**config.mk**
```make
export PLATFORM = sky130hd
export DESIGN_NAME = mac_learning_bridge_forwarder
export DESIGN_NICKNAME = d
export VERILOG_FILES = /design/src/design/mlbf_pkg.sv /design/src/design/mlbf_ram.sv /design/src/design/mac_learning_bridge_forwarder.sv
export SDC_FILE = /design/constraint.sdc
export NUM_CORES = 2
export LEC_CHECK = 0
export BUFFER_PORTS_ARGS = -buffer_cell sky130_fd_sc_hd__clkbuf_2
export CAP_MARGIN = 20
export CELL_PAD_IN_SITES_DETAIL_PLACEMENT = 1
export CELL_PAD_IN_SITES_GLOBAL_PLACEMENT = 2
export CORE_MARGIN = 2
export CORE_UTILIZATION = 45
export CTS_CLUSTER_DIAMETER = 50
export DETAILED_ROUTE_END_ITERATION = 8
export GPL_TIMING_DRIVEN = 0
export PLACE_DENSITY = 0.67
export SLEW_MARGIN = 20
export SYNTH_ARGS = -nofsm -noshare
export SYNTH_HDL_FRONTEND = slang
export SYNTH_SLANG_ARGS = --single-unit
```
**constraint.sdc**
```tcl
create_clock -name clk -period 7.9 [get_ports clk]
set_clock_uncertainty 0.2 [all_clocks]
set_input_delay 0.395 -clock clk [delete_from_list [all_inputs] [get_ports clk]]
set_output_delay 0.395 -clock clk [all_outputs]
set_load 0.01 [all_outputs]
```
**src/design/mlbf_pkg.sv**
```systemverilog
// ----------------------------------------------------------------------------
// mlbf_pkg: shared types and constants for the learning bridge forwarder
// Field widths, stream packing sizes, table entry layout and sequencer states.
// ----------------------------------------------------------------------------
package mlbf_pkg;

  localparam int MAC_W          = 48;
  localparam int PORT_W         = 3;
  localparam int MASK_W         = 8;
  localparam int CFG_W          = 4;

  localparam int TABLE_DEPTH_DEF = 64;
  localparam int PORT_MAX_DEF    = 8;

  localparam logic [CFG_W-1:0] PORT_COUNT_RST = CFG_W'(2);

  // in_tdata: src_mac, dest_mac, ingress_port, zero pad to whole bytes
  localparam int IN_FIELDS_W = 2 * MAC_W + PORT_W;
  localparam int IN_TDATA_W  = ((IN_FIELDS_W + 7) / 8) * 8;
  localparam int OUT_TDATA_W = MASK_W;

  // result flags, lowest bit first: dest_known, learned_new, port_moved, table_full
  typedef struct packed {
    logic table_full;
    logic port_moved;
    logic learned_new;
    logic dest_known;
  } out_flags_t;

  localparam int OUT_TUSER_W = $bits(out_flags_t);

  typedef struct packed {
    logic [PORT_W-1:0] port;
    logic [MAC_W-1:0]  mac;
  } entry_t;

  localparam int ENTRY_W = $bits(entry_t);

  typedef enum logic [1:0] {
    ST_IDLE,
    ST_SCAN,
    ST_UPDATE
  } state_t;

endpackage

```
**src/design/mlbf_ram.sv**
```systemverilog
// ----------------------------------------------------------------------------
// mlbf_ram: generic simple dual-port RAM
// One write port, one read port with registered read data.
// ----------------------------------------------------------------------------
module mlbf_ram #(
  parameter int WIDTH = 8,
  parameter int DEPTH = 64,
  parameter int AW    = (DEPTH > 1) ? $clog2(DEPTH) : 1
) (
  input  logic             clk,
  input  logic             we,
  input  logic [AW-1:0]    waddr,
  input  logic [WIDTH-1:0] wdata,
  input  logic             re,
  input  logic [AW-1:0]    raddr,
  output logic [WIDTH-1:0] rdata
);

  logic [WIDTH-1:0] mem [DEPTH];
  logic [WIDTH-1:0] rdata_r;

  always_ff @(posedge clk) begin
    if (we) begin
      mem[waddr] <= wdata;
    end
    if (re) begin
      rdata_r <= mem[raddr];
    end
  end

  assign rdata = rdata_r;

endmodule

```
**src/design/mac_learning_bridge_forwarder.sv**
```systemverilog
// ----------------------------------------------------------------------------
// mac_learning_bridge_forwarder: Ethernet learning bridge with MAC table
// Learns the source address, then forwards on the destination address.
// ----------------------------------------------------------------------------
// Flow: one read per valid entry (fill_count reads, none on an empty table), each
//   entry compared as its read data arrives, a closing step, then one update.
// The update waits for a free output register. The next header is taken only
//   back in idle; the scan runs through the single table read port.
// Reset: fill_count cleared, so the table is empty at once (index < fill_count
//   means valid); port_count returns to 2. No clearing pass.
// ----------------------------------------------------------------------------
module mac_learning_bridge_forwarder #(
  parameter int TABLE_DEPTH = mlbf_pkg::TABLE_DEPTH_DEF,
  parameter int PORT_MAX    = mlbf_pkg::PORT_MAX_DEF
) (
  input  logic                              clk,
  input  logic                              rst_n,
  // configuration: port_count
  input  logic                              cfg_wr_en,
  input  logic [mlbf_pkg::CFG_W-1:0]        cfg_wr_data,
  // input stream
  input  logic                              in_tvalid,
  output logic                              in_tready,
  // in_tdata: [47:0] src_mac, [95:48] dest_mac, [98:96] ingress_port, rest zero
  input  logic [mlbf_pkg::IN_TDATA_W-1:0]   in_tdata,
  // result stream
  output logic                              out_tvalid,
  input  logic                              out_tready,
  // out_tdata: [7:0] egress_mask
  output logic [mlbf_pkg::OUT_TDATA_W-1:0]  out_tdata,
  // out_tuser: [0] dest_known, [1] learned_new, [2] port_moved, [3] table_full
  output logic [mlbf_pkg::OUT_TUSER_W-1:0]  out_tuser
);

  import mlbf_pkg::*;

  localparam int AW = (TABLE_DEPTH > 1) ? $clog2(TABLE_DEPTH) : 1;
  localparam int CW = $clog2(TABLE_DEPTH + 1);   // fill count reaches TABLE_DEPTH

  // --------------------------------------------------------------------------
  // Registers
  // --------------------------------------------------------------------------
  state_t              state_r, state_nxt;
  logic [CFG_W-1:0]    port_count_r;
  logic [CW-1:0]       fill_r, fill_nxt;
  logic [CW-1:0]       idx_r, idx_nxt;       // next entry to read
  logic                pend_r, pend_nxt;     // read data arrives this cycle
  logic [AW-1:0]       pidx_r;               // index of the arriving entry

  // captured header (payload, no reset)
  logic [MAC_W-1:0]    src_r, dst_r;
  logic [PORT_W-1:0]   ing_r;

  // scan results
  logic                s_hit_r, s_hit_nxt;
  logic [AW-1:0]       s_idx_r, s_idx_nxt;
  logic [PORT_W-1:0]   s_port_r, s_port_nxt;
  logic                d_hit_r, d_hit_nxt;
  logic [PORT_W-1:0]   d_port_r, d_port_nxt;

  // output register
  logic                out_valid_r, out_valid_nxt;
  logic [MASK_W-1:0]   out_mask_r, out_mask_nxt;
  out_flags_t          out_flags_r, out_flags_nxt;

  // RAM port signals
  logic                ram_we, ram_re;
  logic [AW-1:0]       ram_waddr, ram_raddr;
  entry_t              ram_wdata, ram_rdata;

  // shared match unit outputs
  logic                src_match, dst_match;

  logic                in_acc;
  logic                out_free;

  assign in_tready = (state_r == ST_IDLE);
  assign in_acc    = in_tvalid && in_tready;
  assign out_free  = !out_valid_r || out_tready;

  assign out_tvalid = out_valid_r;
  assign out_tdata  = out_mask_r;
  assign out_tuser  = out_flags_r;

  // --------------------------------------------------------------------------
  // Table RAM: {port, mac} per entry
  // --------------------------------------------------------------------------
  mlbf_ram #(
    .WIDTH (ENTRY_W),
    .DEPTH (TABLE_DEPTH),
    .AW    (AW)
  ) u_table (
    .clk   (clk),
    .we    (ram_we),
    .waddr (ram_waddr),
    .wdata (ram_wdata),
    .re    (ram_re),
    .raddr (ram_raddr),
    .rdata (ram_rdata)
  );

  // Shared match unit: one entry against both keys per cycle.
  assign src_match = (ram_rdata.mac == src_r);
  assign dst_match = (ram_rdata.mac == dst_r);

  // --------------------------------------------------------------------------
  // Forwarding decision (used in the update cycle)
  // --------------------------------------------------------------------------
  logic [MASK_W-1:0]   ports_mask;
  logic [MASK_W-1:0]   ing_bit;
  logic                same_mac;
  logic                will_learn;
  logic                is_full;
  logic                will_move;
  logic                dst_known;
  logic [PORT_W-1:0]   dst_port;
  logic [MASK_W-1:0]   fwd_mask;

  // configured ports: p below port_count and below PORT_MAX
  always_comb begin
    for (int p = 0; p < MASK_W; p++) begin
      ports_mask[p] = (p < PORT_MAX) && (CFG_W'(p) < port_count_r);
    end
  end

  assign ing_bit    = MASK_W'(1) << ing_r;
  assign same_mac   = (src_r == dst_r);
  assign will_learn = !s_hit_r && (fill_r < CW'(TABLE_DEPTH));
  assign is_full    = !s_hit_r && !will_learn;
  assign will_move  = s_hit_r && (s_port_r != ing_r);

  // Destination equal to source sees the updated entry on the ingress port.
  assign dst_known = d_hit_r || (same_mac && will_learn);
  assign dst_port  = same_mac ? ing_r : d_port_r;

  always_comb begin
    if (!dst_known) begin
      fwd_mask = ports_mask & ~ing_bit;     // flood
    end else if (dst_port == ing_r) begin
      fwd_mask = '0;                        // filtered
    end else begin
      fwd_mask = ports_mask & (MASK_W'(1) << dst_port);
    end
  end

  // --------------------------------------------------------------------------
  // Sequencer
  // --------------------------------------------------------------------------
  always_comb begin
    state_nxt     = state_r;
    fill_nxt      = fill_r;
    idx_nxt       = idx_r;
    pend_nxt      = 1'b0;
    s_hit_nxt     = s_hit_r;
    s_idx_nxt     = s_idx_r;
    s_port_nxt    = s_port_r;
    d_hit_nxt     = d_hit_r;
    d_port_nxt    = d_port_r;
    out_valid_nxt = out_valid_r && !out_tready;
    out_mask_nxt  = out_mask_r;
    out_flags_nxt = out_flags_r;
    ram_re        = 1'b0;
    ram_raddr     = idx_r[AW-1:0];
    ram_we        = 1'b0;
    ram_waddr     = s_idx_r;
    ram_wdata     = '{port: ing_r, mac: src_r};

    case (state_r)
      ST_IDLE: begin
        if (in_acc) begin
          idx_nxt   = '0;
          s_hit_nxt = 1'b0;
          d_hit_nxt = 1'b0;
          state_nxt = ST_SCAN;
        end
      end

      ST_SCAN: begin
        // issue a read for every valid entry
        if (idx_r < fill_r) begin
          ram_re   = 1'b1;
          idx_nxt  = idx_r + CW'(1);
          pend_nxt = 1'b1;
        end
        // compare the entry read last cycle
        if (pend_r) begin
          if (src_match && !s_hit_r) begin
            s_hit_nxt  = 1'b1;
            s_idx_nxt  = pidx_r;
            s_port_nxt = ram_rdata.port;
          end
          if (dst_match && !d_hit_r) begin
            d_hit_nxt  = 1'b1;
            d_port_nxt = ram_rdata.port;
          end
        end
        if (!(idx_r < fill_r) && !pend_r) begin
          state_nxt = ST_UPDATE;
        end
      end

      ST_UPDATE: begin
        if (out_free) begin
          if (will_learn) begin
            ram_we    = 1'b1;
            ram_waddr = fill_r[AW-1:0];
            fill_nxt  = fill_r + CW'(1);
          end else if (will_move) begin
            ram_we    = 1'b1;
            ram_waddr = s_idx_r;
          end
          out_valid_nxt             = 1'b1;
          out_mask_nxt              = fwd_mask;
          out_flags_nxt.dest_known  = dst_known;
          out_flags_nxt.learned_new = will_learn;
          out_flags_nxt.port_moved  = will_move;
          out_flags_nxt.table_full  = is_full;
          state_nxt                 = ST_IDLE;
        end
      end

      default: begin
        state_nxt = ST_IDLE;
      end
    endcase
  end

  // --------------------------------------------------------------------------
  // Control registers
  // --------------------------------------------------------------------------
  always_ff @(posedge clk) begin
    if (!rst_n) begin
      state_r      <= ST_IDLE;
      port_count_r <= PORT_COUNT_RST;
      fill_r       <= '0;
      pend_r       <= 1'b0;
      out_valid_r  <= 1'b0;
    end else begin
      state_r     <= state_nxt;
      fill_r      <= fill_nxt;
      pend_r      <= pend_nxt;
      out_valid_r <= out_valid_nxt;
      if (cfg_wr_en) begin
        port_count_r <= cfg_wr_data;
      end
    end
  end

  // --------------------------------------------------------------------------
  // Payload and scan registers
  // --------------------------------------------------------------------------
  always_ff @(posedge clk) begin
    if (in_acc) begin
      src_r <= in_tdata[MAC_W-1:0];
      dst_r <= in_tdata[2*MAC_W-1:MAC_W];
      ing_r <= in_tdata[2*MAC_W+PORT_W-1:2*MAC_W];
    end
    idx_r       <= idx_nxt;
    pidx_r      <= idx_r[AW-1:0];
    s_hit_r     <= s_hit_nxt;
    s_idx_r     <= s_idx_nxt;
    s_port_r    <= s_port_nxt;
    d_hit_r     <= d_hit_nxt;
    d_port_r    <= d_port_nxt;
    out_mask_r  <= out_mask_nxt;
    out_flags_r <= out_flags_nxt;
  end

endmodule

```
==> run_results.csv <==
group,metric,value,unit
run_status,run_status,"finished clean",
timing,timing.fmax,183.8,MHz
floorplanning,die_area,297900,sq um
drt,wl,390.4,mm
timing,fin_worst_hold_slack,0.05023,ns
floorplanning,i_o_pin_cnt,127,
clock_tree,clock_sink_count,3468,
global_route,vias_in_the_first_global_route,66790,
global_route,grt_overflow,0,
clock_tree,h_tree_depth_reported_by_cts,5,
floorplanning,die_span_y,545.8,microns
setup_path,critPathRequiredTime,8.34,ns
drt,wl_per_cell,37.03,microns
setup_path,critPathArrivalTime,5.88,ns
yosys,synth.yosys.warnings,0,
final_layout,nNetsFinal,6407,
clock_tree,clk_transition_reported_paths,0.06,ns
yosys,number_of_instances_in_the_synthesized_netlist,5235,
drt,detail_route.vias_per_cell,6.064,
drt,detailroute.wirelength.met3,28.63,mm
clock_tree,cts_buffer_depth,4,
timing,final.min_clock_period,5.440,ns
yosys,total_of_flip_flops_plus_latches_after_synthesis,3468,
drt,detailroute.via_count,63920,
setup_path,critPathCaptureType,"flop",
drt,postRouteAntennaNets,0,
yosys,edff_count_synth,3447,
setup_path,worst_setup_path_startpoint,"idx_r[1]",
setup_path,crit_path_max_fanout,10,
setup_path,reg2reg_to,"u_table.rdata[9]",
drt,drt_first_iter_violations,8009,
timing,setup_viol,0,
setup_path,worst_reg2reg_setup_slack,2.46,ns
pwr,post-layout-total-power,44.88,mW
global_route,grt_pass1_wl,541.9,mm
timing,worstMarginPinSlew,1.211,ns
clock_tree,cts_tree,"done",
timing,hold_violations_final,0,
setup_path,critical_path_class,"reg -> reg",
floorplanning,fp.coreArea,291600,sq um
floorplanning,num_rows,198,
pwr,worst_ir_drop_vdd,246.5,uV
pwr,power.leakage,50.22,nW
yosys,post_synth_instance_area,132100,sq um
yosys,ys_async_sr_fraction,0,%
drt,met2WireLength,194.1,mm
final_layout,fin_cells,10540,
setup_path,worstReg2RegStart,"idx_r[1]",
global_route,largest_net_degree_at_the_start_of_global_routing,53,
timing,max_slew_margin,19.27,%
yosys,seq_area_frac_synth,78.68,%
yosys,synth-main-ff-cell,"edfxtp_1",
place,preCtsSetupSlack,2.592,ns
final_layout,finalInstanceArea,160600,sq um
place,numPlacedInstances,9570,
setup_path,kind_of_start_point_of_the_critical_path,"flop",
place,post_dp_cell_area,144500,sq um
floorplanning,chipWidth,545.8,microns
flow_run,max_cap_viol_count,0,
global_route,total_routing_usage_reported_by_global_routing,26.31,%
clock_tree,ctsRootBufferMaster,"clkbuf_16",
final_layout,layout.cells.most_common,"edfxtp_1",
clock_tree,numCtsBuffers,404,
place,numPortBuffers,120,
timing,final.period_utilization,68.86,%
yosys,synth.avg_cell_area,25.23,sq um
setup_path,timing.critical_path.to,"u_table.rdata[9]",
timing,grt_setup_unrepaired,"false",
drt,met1Wirelength,155.2,mm
pwr,power.density,279.5,nW/um^2
drt,dr.pass1.iters,7,
setup_path,rr_worst_depth,7,
place,gp_routability_congestion,0.8420,
final_layout,layout.cells.most_common_list,"edfxtp_1 (3447), mux4_2 (1071), clkbuf_16 (407)",
yosys,synthDistinctLibCells,47,
floorplanning,start_util,45.30,%
worst_hold_path,hp-class,"in -> reg",
timing,number_of_slew_limit_violations_in_the_final_report,0,
final_layout,areaGrowthSynthToFinish,21.56,%
drt,post-route-drc-count,0,
final_layout,drive_above_1_share,35.51,%
clock_tree,clock_insertion_delay_worst_skew,0.95,ns
drt,top_layer_used,"met5",
global_route,antenna_found_initial,22,
timing,layout_setup_ws,2.460,ns
place,hpwl,276.9,mm
clock_tree,postCtsResizedCells,0,
yosys,synth_nets,5356,
[worst max-delay path: stages, from the launching register on]
cell and delay [ns]:
edfxtp_1 0.57, buf_2 0.26, buf_2 0.67, buf_2 0.88
buf_1 0.94, mux4_2 0.43, mux4_2 0.55, mux4_2 0.61
[sequential cells by signal, indices dropped and copies added (netlist names), 2 cells and up]
signal and cells:
d_port_r 3, dst_r 48, fill_r 7, idx_r 7, ing_r 3, out_tdata 8
out_tuser 4, pidx_r 6, port_count_r 4, s_idx_r 6, s_port_r 3, src_r 48
state_r 2, u_table.mem 3264, u_table.rdata 51
[Yosys cell counts (4+ instances only)]
master | number | share of area (%)
a21o_1 | 7 | 0.040
a21oi_1 | 5 | 0.019
and2_1 | 6 | 0.028
buf_1 | 45 | 0.13
buf_2 | 93 | 0.35
clkbuf_1 | 109 | 0.31
dfxtp_1 | 21 | 0.32
edfxtp_1 | 3447 | 78
ha_1 | 8 | 0.076
inv_1 | 18 | 0.051
mux2i_1 | 5 | 0.038
mux4_2 | 1071 | 18
nand2_1 | 30 | 0.085
nand2b_1 | 6 | 0.028
nand3_1 | 8 | 0.030
nand3b_1 | 4 | 0.023
nand4_1 | 25 | 0.12
nor2_1 | 85 | 0.24
nor2b_1 | 7 | 0.033
nor3_1 | 10 | 0.038
nor4_1 | 21 | 0.099
o31ai_1 | 8 | 0.045
xnor2_1 | 70 | 0.46
xor2_1 | 85 | 0.56
[metal layers]
| layer | vias up | track usage, % |
|---|---|---|
| li1 | 25030 | - |
| met1 | 35470 | 36.08 |
| met2 | 2831 | 43.37 |
| met3 | 570 | 4.558 |
| met4 | 14 | 7.954 |
| met5 | - | 0 |
[cell type report]
class,count,area (sq um)
inverters,18,77.57
fillers,24240,131000
well taps,3900,4880
multi-input cells,1500,27520
diodes,15,37.54
clock inverters,274,3431
repair buffers,645,9115
flip-flops and latches,3468,103900
plain buffers,249,1116
clock buffers,473,10460
[repair_timing]
action	4_1_cts	5_1_grt
hold buffers	208	0
hold endpoints to repair	115	0
setup buffers	0	0
[cells by family after synthesis]
group	synth area share, %
flip-flops	78.68
multiplexers	18.30
buffers and inverters	0.8582
AND/OR/NAND/NOR	0.7843
XOR/XNOR	1.028
AO/OA/AOI/OAI	0.2747
adder cells (fa/ha/maj)	0.07578
[report_power, final]
part / internal, mW / switching, mW
registers: 20.5 / 0.211
clock network: 11.5 / 7.83
logic: 2.09 / 2.75
[metrics by stage]
stage | TNS (ns) | util (%)
floorplan | 0 | -
global placement | -5792.38 | 47.18
detailed placement | 0 | 49.56
CTS | 0 | 55.04
global route | 0 | 55.06
finish | 0 | 55.07
[worst min path at each step]
stage,from,cells past startpoint,endpoint,slack [ns]
after global routing,in_tdata[31],2,src_r[31],0.03
final,in_tdata[30],2,src_r[30],0.05
after global placement,pidx_r[1],0,s_idx_r[1],0.19
after detailed placement,pidx_r[5],0,s_idx_r[5],0.19
after CTS,in_tdata[31],2,src_r[31],0.005
after floorplan,idx_r[2],0,pidx_r[2],0.17
Note: power is estimated with default switching activity, not from simulation.
